File: src/rtl/roulette_wheel_selector_assert.svh
// Assertion macros shared by the roulette wheel selector RTL.
// Each macro expects signals named clk and rst_n in the using module.
`ifndef ROULETTE_WHEEL_SELECTOR_ASSERT_SVH
`define ROULETTE_WHEEL_SELECTOR_ASSERT_SVH

// Same-cycle implication, disabled during reset
`define RWS_ASSERT_IMPL(name, ante, cons, msg) \
    name: assert property (@(posedge clk) disable iff (!rst_n) (ante) |-> (cons)) \
        else $error(msg);

// Next-cycle implication, disabled during reset
`define RWS_ASSERT_NEXT(name, ante, cons, msg) \
    name: assert property (@(posedge clk) disable iff (!rst_n) (ante) |=> (cons)) \
        else $error(msg);

`endif

File: src/rtl/rws_ram.sv
// Generic single-write, single-read synchronous RAM with registered read data.
// No dependencies.
module rws_ram #(
    parameter int WIDTH = 32,
    parameter int DEPTH = 128
) (
    input  logic                     clk,
    input  logic                     wr_en,
    input  logic [$clog2(DEPTH)-1:0] wr_addr,
    input  logic [WIDTH-1:0]         wr_data,
    input  logic                     rd_en,
    input  logic [$clog2(DEPTH)-1:0] rd_addr,
    output logic [WIDTH-1:0]         rd_data
);

    logic [WIDTH-1:0] mem [DEPTH];
    logic [WIDTH-1:0] rd_data_reg;

    // Write port
    always_ff @(posedge clk)
    begin
        if (wr_en)
        begin
            mem[wr_addr] <= wr_data;
        end
    end

    // Registered read port
    always_ff @(posedge clk)
    begin
        if (rd_en)
        begin
            rd_data_reg <= mem[rd_addr];
        end
    end

    assign rd_data = rd_data_reg;

endmodule

File: config.mk
export PLATFORM = sky130hd
export DESIGN_NAME = rws_ram
export DESIGN_NICKNAME = d
export VERILOG_FILES = /design/src/rtl/roulette_wheel_selector_assert.svh /design/src/rtl/rws_ram.sv
export SDC_FILE = /design/constraint.sdc
export NUM_CORES = 2
export LEC_CHECK = 0
export ABC_AREA = 1
export BUFFER_PORTS_ARGS = -buffer_cell sky130_fd_sc_hd__buf_4
export CORE_MARGIN = 10
export CORE_UTILIZATION = 30
export DETAILED_ROUTE_END_ITERATION = 12
export PLACE_DENSITY = 0.42
export SLEW_MARGIN = 30
export SYNTH_ARGS = -nofsm -noshare
export SYNTH_HDL_FRONTEND = slang
export SYNTH_SLANG_ARGS = --single-unit
File: constraint.sdc
create_clock -name clk -period 2.8 [get_ports clk]
set_input_delay 0.56 -clock clk [delete_from_list [all_inputs] [get_ports clk]]
set_output_delay 0.56 -clock clk [all_outputs]
set_load 0.005 [all_outputs]
# == After elaboration in Yosys (flattened, before gate mapping) ==
# Memory sizes are Yosys's and may differ from the RTL's. A register that Yosys moved wholly into a read port is not among the register bits.
# Index checks and enable logic that the tools add are counted.
# totals
mem_count,1
ff_bits,0
ram_bits,4096
out_inout_bits,32
input_bits,49
wordCells,3
# classes
n_mux,2
# mem_list
memory,depth,width,rd,rd_clocked_by_memory_dff,write_ports,line,source
mem,128,32,1,1,1,rws_ram.sv:16,logic [WIDTH-1:0] mem [DEPTH];
# op_table
op,n
$mux 1,2

# == Depth between registers and ports, before layout ==
# logic_depth
depth_word,2
depth_mapped,13
mapped_depth_nobuf,9

# == Least setup slack after synthesis ==
# No wires, ideal clock.
# synth_timing
kind,input to register
from,in wr_en
to,"mem mem[105][0], enable pin"
arrival_time_ns,2.537
t_required_ns,2.379
n_path_buf,2
path_stages,4
slack_ns,-0.158
cell_sequence,clkbuf_1 nand2_1 clkbuf_1 nor2_1
# synth_between
elab_chain_len,2
# synth_lines
item,line,source
from (decl),rws_ram.sv:8,"input logic wr_en,"
$mux 1,rws_ram.sv:22,if (wr_en)
$mux 1 (not written as such),rws_ram.sv:24,mem[wr_addr] <= wr_data;
to (decl),rws_ram.sv:16,
# Every way passes these cells.

# == Worst setup path in the final report ==
# layout_timing
from,"reg rd_data_reg[6], in the netlist rd_data[6] (read register of mem)"
to,out rd_data[6]
# layout_lines
item,line,source
from (decl),rws_ram.sv:17,logic [WIDTH-1:0] rd_data_reg;
to (decl),rws_ram.sv:13,output logic [WIDTH-1:0] rd_data
# No word-level cell between the ends.

==> metrics.csv <==
stage;metric;value;unit
run_status;run_status;finished clean;
sta;final.setup.worst_slack;84.7;ps
power;power.internal;104;mW
grt;grt_pass1_wl;840000;um
power;vdd_drop_max;520;uV
cts;path_clk_slew;60;ps
power;p_leak;69.3;nW
yosys;synth-seq-cells;4128;
yosys;synth_top_area_cell;edfxtp_1;
drt;vias;110000;
sta;worst_slew_pin_slew;1050;ps
setup_path;critPathTopFamily;flip-flops;
placed_design;post-dp-hpwl;364000;um
yosys;avgSynthCellArea;12.3;um^2
drt;first_pass_iters;5;
grt;first_global_vias;106000;
setup_path;critPathArrivalTime;2160;ps
drt;viasPerCell;5.04;
setup_path;startpoint;rd_data[6];
cells_and_area;multi_input_area;37300;um^2
placed_design;io_buffers;80;
setup_path;startpoint_type;flop;
power;p_sw_frac;0.239;
floorplan;initial_core_util;0.301;
sta;finalHoldViolations;0;
yosys;syn-instance-count;13400;
cts;cts_tree;built;
sta;fin_crit;2720;ps
sta;timing.final.crit_share;0.970;
setup_path;crit_buf_inv;1;
sta;relSlewSlack;0.302;
grt;overflow;0;
cts;cts_root_buf;clkbuf_16;
grt;grt_max_degree;96;
setup_path;worstPathRequired;2240;ps
sta;setup_violations;0;
cells_and_area;fillerInstances;52900;
min_path;hp-class;input port to flop;
yosys;yosys_warnings;0;
floorplan;num_io_pins;81;
drt;wl_per_cell;27.6;um
cells_and_area;final_common_cell;nand2_1;
power;power_density;684;nW/um^2
setup_path;crit_chain;buf_4;
setup_path;critPathSlowestCell;edfxtp_1;
yosys;syn_nets;13400;
yosys;seq_area_frac_synth;0.751;
cells_and_area;syn_to_final_growth;21.0;%
cells_and_area;final-seq-area;124000;um^2
drt;ant_nets;0;
cells_and_area;nets;14200;
min_path;hold_depth;1;
drt;drc;0;
setup_path;rr_worst_depth;8;
setup_path;worstSetupPathType;flop to primary output;
floorplan;fp-row-count;272;
power;seq_power_share;0.502;
cts;clock_path_buffers;4;
power;net-switching-power;32.6;mW
sta;rsz0062_at_grt;true;
flow_run;drv_cap;0;
yosys;netlist_area;165000;um^2
placed_design;placed_cell_area;185000;um^2
yosys;synth_top_area_frac;0.751;
grt;grt_usage;0.200;
sta;finClkSkew;75.7;ps
cts;clkLatencyLatePin;1050;ps
cts;cts.sinks;4128;
grt;antenna_found_initial;63;
floorplan;die_y;762;um
sta;maxSlewViolCount;0;
placed_design;gp_congestion;0.807;
cells_and_area;final_layout_size_suffix_gt1_frac;0.130;
setup_path;cp_num_cells;1;
yosys;synth_cell_type_count;14;
power;clkPwrFrac;0.423;
sta;fmax;368;MHz
cells_and_area;fin_area;200000;um^2
setup_path;cp_max_fo;1;
min_path;hold_start;wr_data[2];
setup_path;worstReg2RegStart;mem[65][3];
cells_and_area;largest_reg_flops;4096;
setup_path;end_kind;primary output;
power;p_comb_frac;0.075;
yosys;ys_top_cells_by_area;edfxtp_1 75%, nand3_1 12%, nand2_1 9.4%;
placed_design;dpl_worst_slack;-667;ps
cells_and_area;mostFrequentLayoutCells;4143 x nand2_1, 4128 x edfxtp_1, 4035 x nand3_1, 678 x buf_4, 470 x clkbuf_16;
drt;drt_iter0_markers;11800;
floorplan;die_width;762;um
cts;cts_buffers;463;
drt;totalWireLength;601000;um
setup_path;cpPeakStageDelay;870;ps
floorplan;dieArea;580000;um^2
cts;cts_max_level;5;
floorplan;core-area;548000;um^2
## metrics by stage
| step | hold WS, ps | setup TNS, ps | cells | utilization | total power [mW] |
|---|---|---|---|---|---|
| finish | 56.6 | 0 | 21800 | 0.364 | 137 |
| global route | 26.7 | -29.6 | 21800 | 0.364 | 141 |
| CTS | 3.63 | 0 | 21800 | 0.364 | 138 |
| detailed placement | 832 | -8640 | 20900 | 0.338 | 80.1 |
| global placement | 832 | -8460 | 20900 | 0.338 | 80.1 |
| floorplan | 659 | -458550 | 13400 | - | 73.8 |
## kinds of logic after synthesis
kind of cell           synth area share
buffers and inverters            0.0284
AND/OR/NAND/NOR                   0.220
flip-flops                        0.751
## layer usage
layer / up-vias / GRT usage / part of all wire
met3: 677 / 0.0301 / 0.063
met1: 56100 / 0.286 / 0.45
li1: 49700 / - / -
met2: 3292 / 0.320 / 0.46
met5: - / 0 / 0.00012
met4: 12 / 0.0441 / 0.023
## what timing repair did
| action | in CTS | in global routing |
|---|---|---|
| setup endpoints to repair | 1 | 2 |
| hold buffers | 27 | 0 |
| endpoints found under the hold margin | 493 | 0 |
| buffers inserted | 0 | 0 |
| gates resized for setup | 1 | 1 |
## synth_stat cells
cell type and n:
nand2_1 4151, edfxtp_1 4128, nand3_1 4035, buf_2 602
nor2_1 134, clkbuf_1 109, buf_1 100, buf_4 86
inv_1 20, buf_6 11, nor3_1 8, inv_2 2
inv_4 2, buf_8 1
## area by class of cell
| cell class | instances | share of cell area |
|---|---|---|
| Clock inverter | 240 | 0.00920 |
| Timing Repair Buffer | 1202 | 0.0752 |
| Tap cell | 7261 | 0.0455 |
| Inverter | 24 | 0.000721 |
| Clock buffer | 597 | 0.0613 |
| Sequential cell | 4128 | 0.621 |
| Multi-Input combinational cell | 8328 | 0.187 |
| Antenna cell | 17 | 0.000213 |
## path summary, 6_finish.rpt
kind | slack [ps] | endpoint
worst max-delay path | 80 | rd_data[6]
worst min-delay path | 60 | mem[125][2]
worst max register to register | 560 | rd_data[3]
worst min register to register | 980 | rd_data[26]
## power by group through the flow
stage / logic, mW / registers, mW / clock network [mW]
final: 10.2 / 68.6 / 57.7
after global routing: 10.9 / 68.5 / 61.3
after CTS: 10.3 / 68.5 / 58.9
after detailed placement: 10.3 / 69.8 / 0
after global placement: 10.3 / 69.8 / 0
after floorplan: 4.10 / 69.7 / 0
No activity file was read; power rests on OpenSTA's default activity.
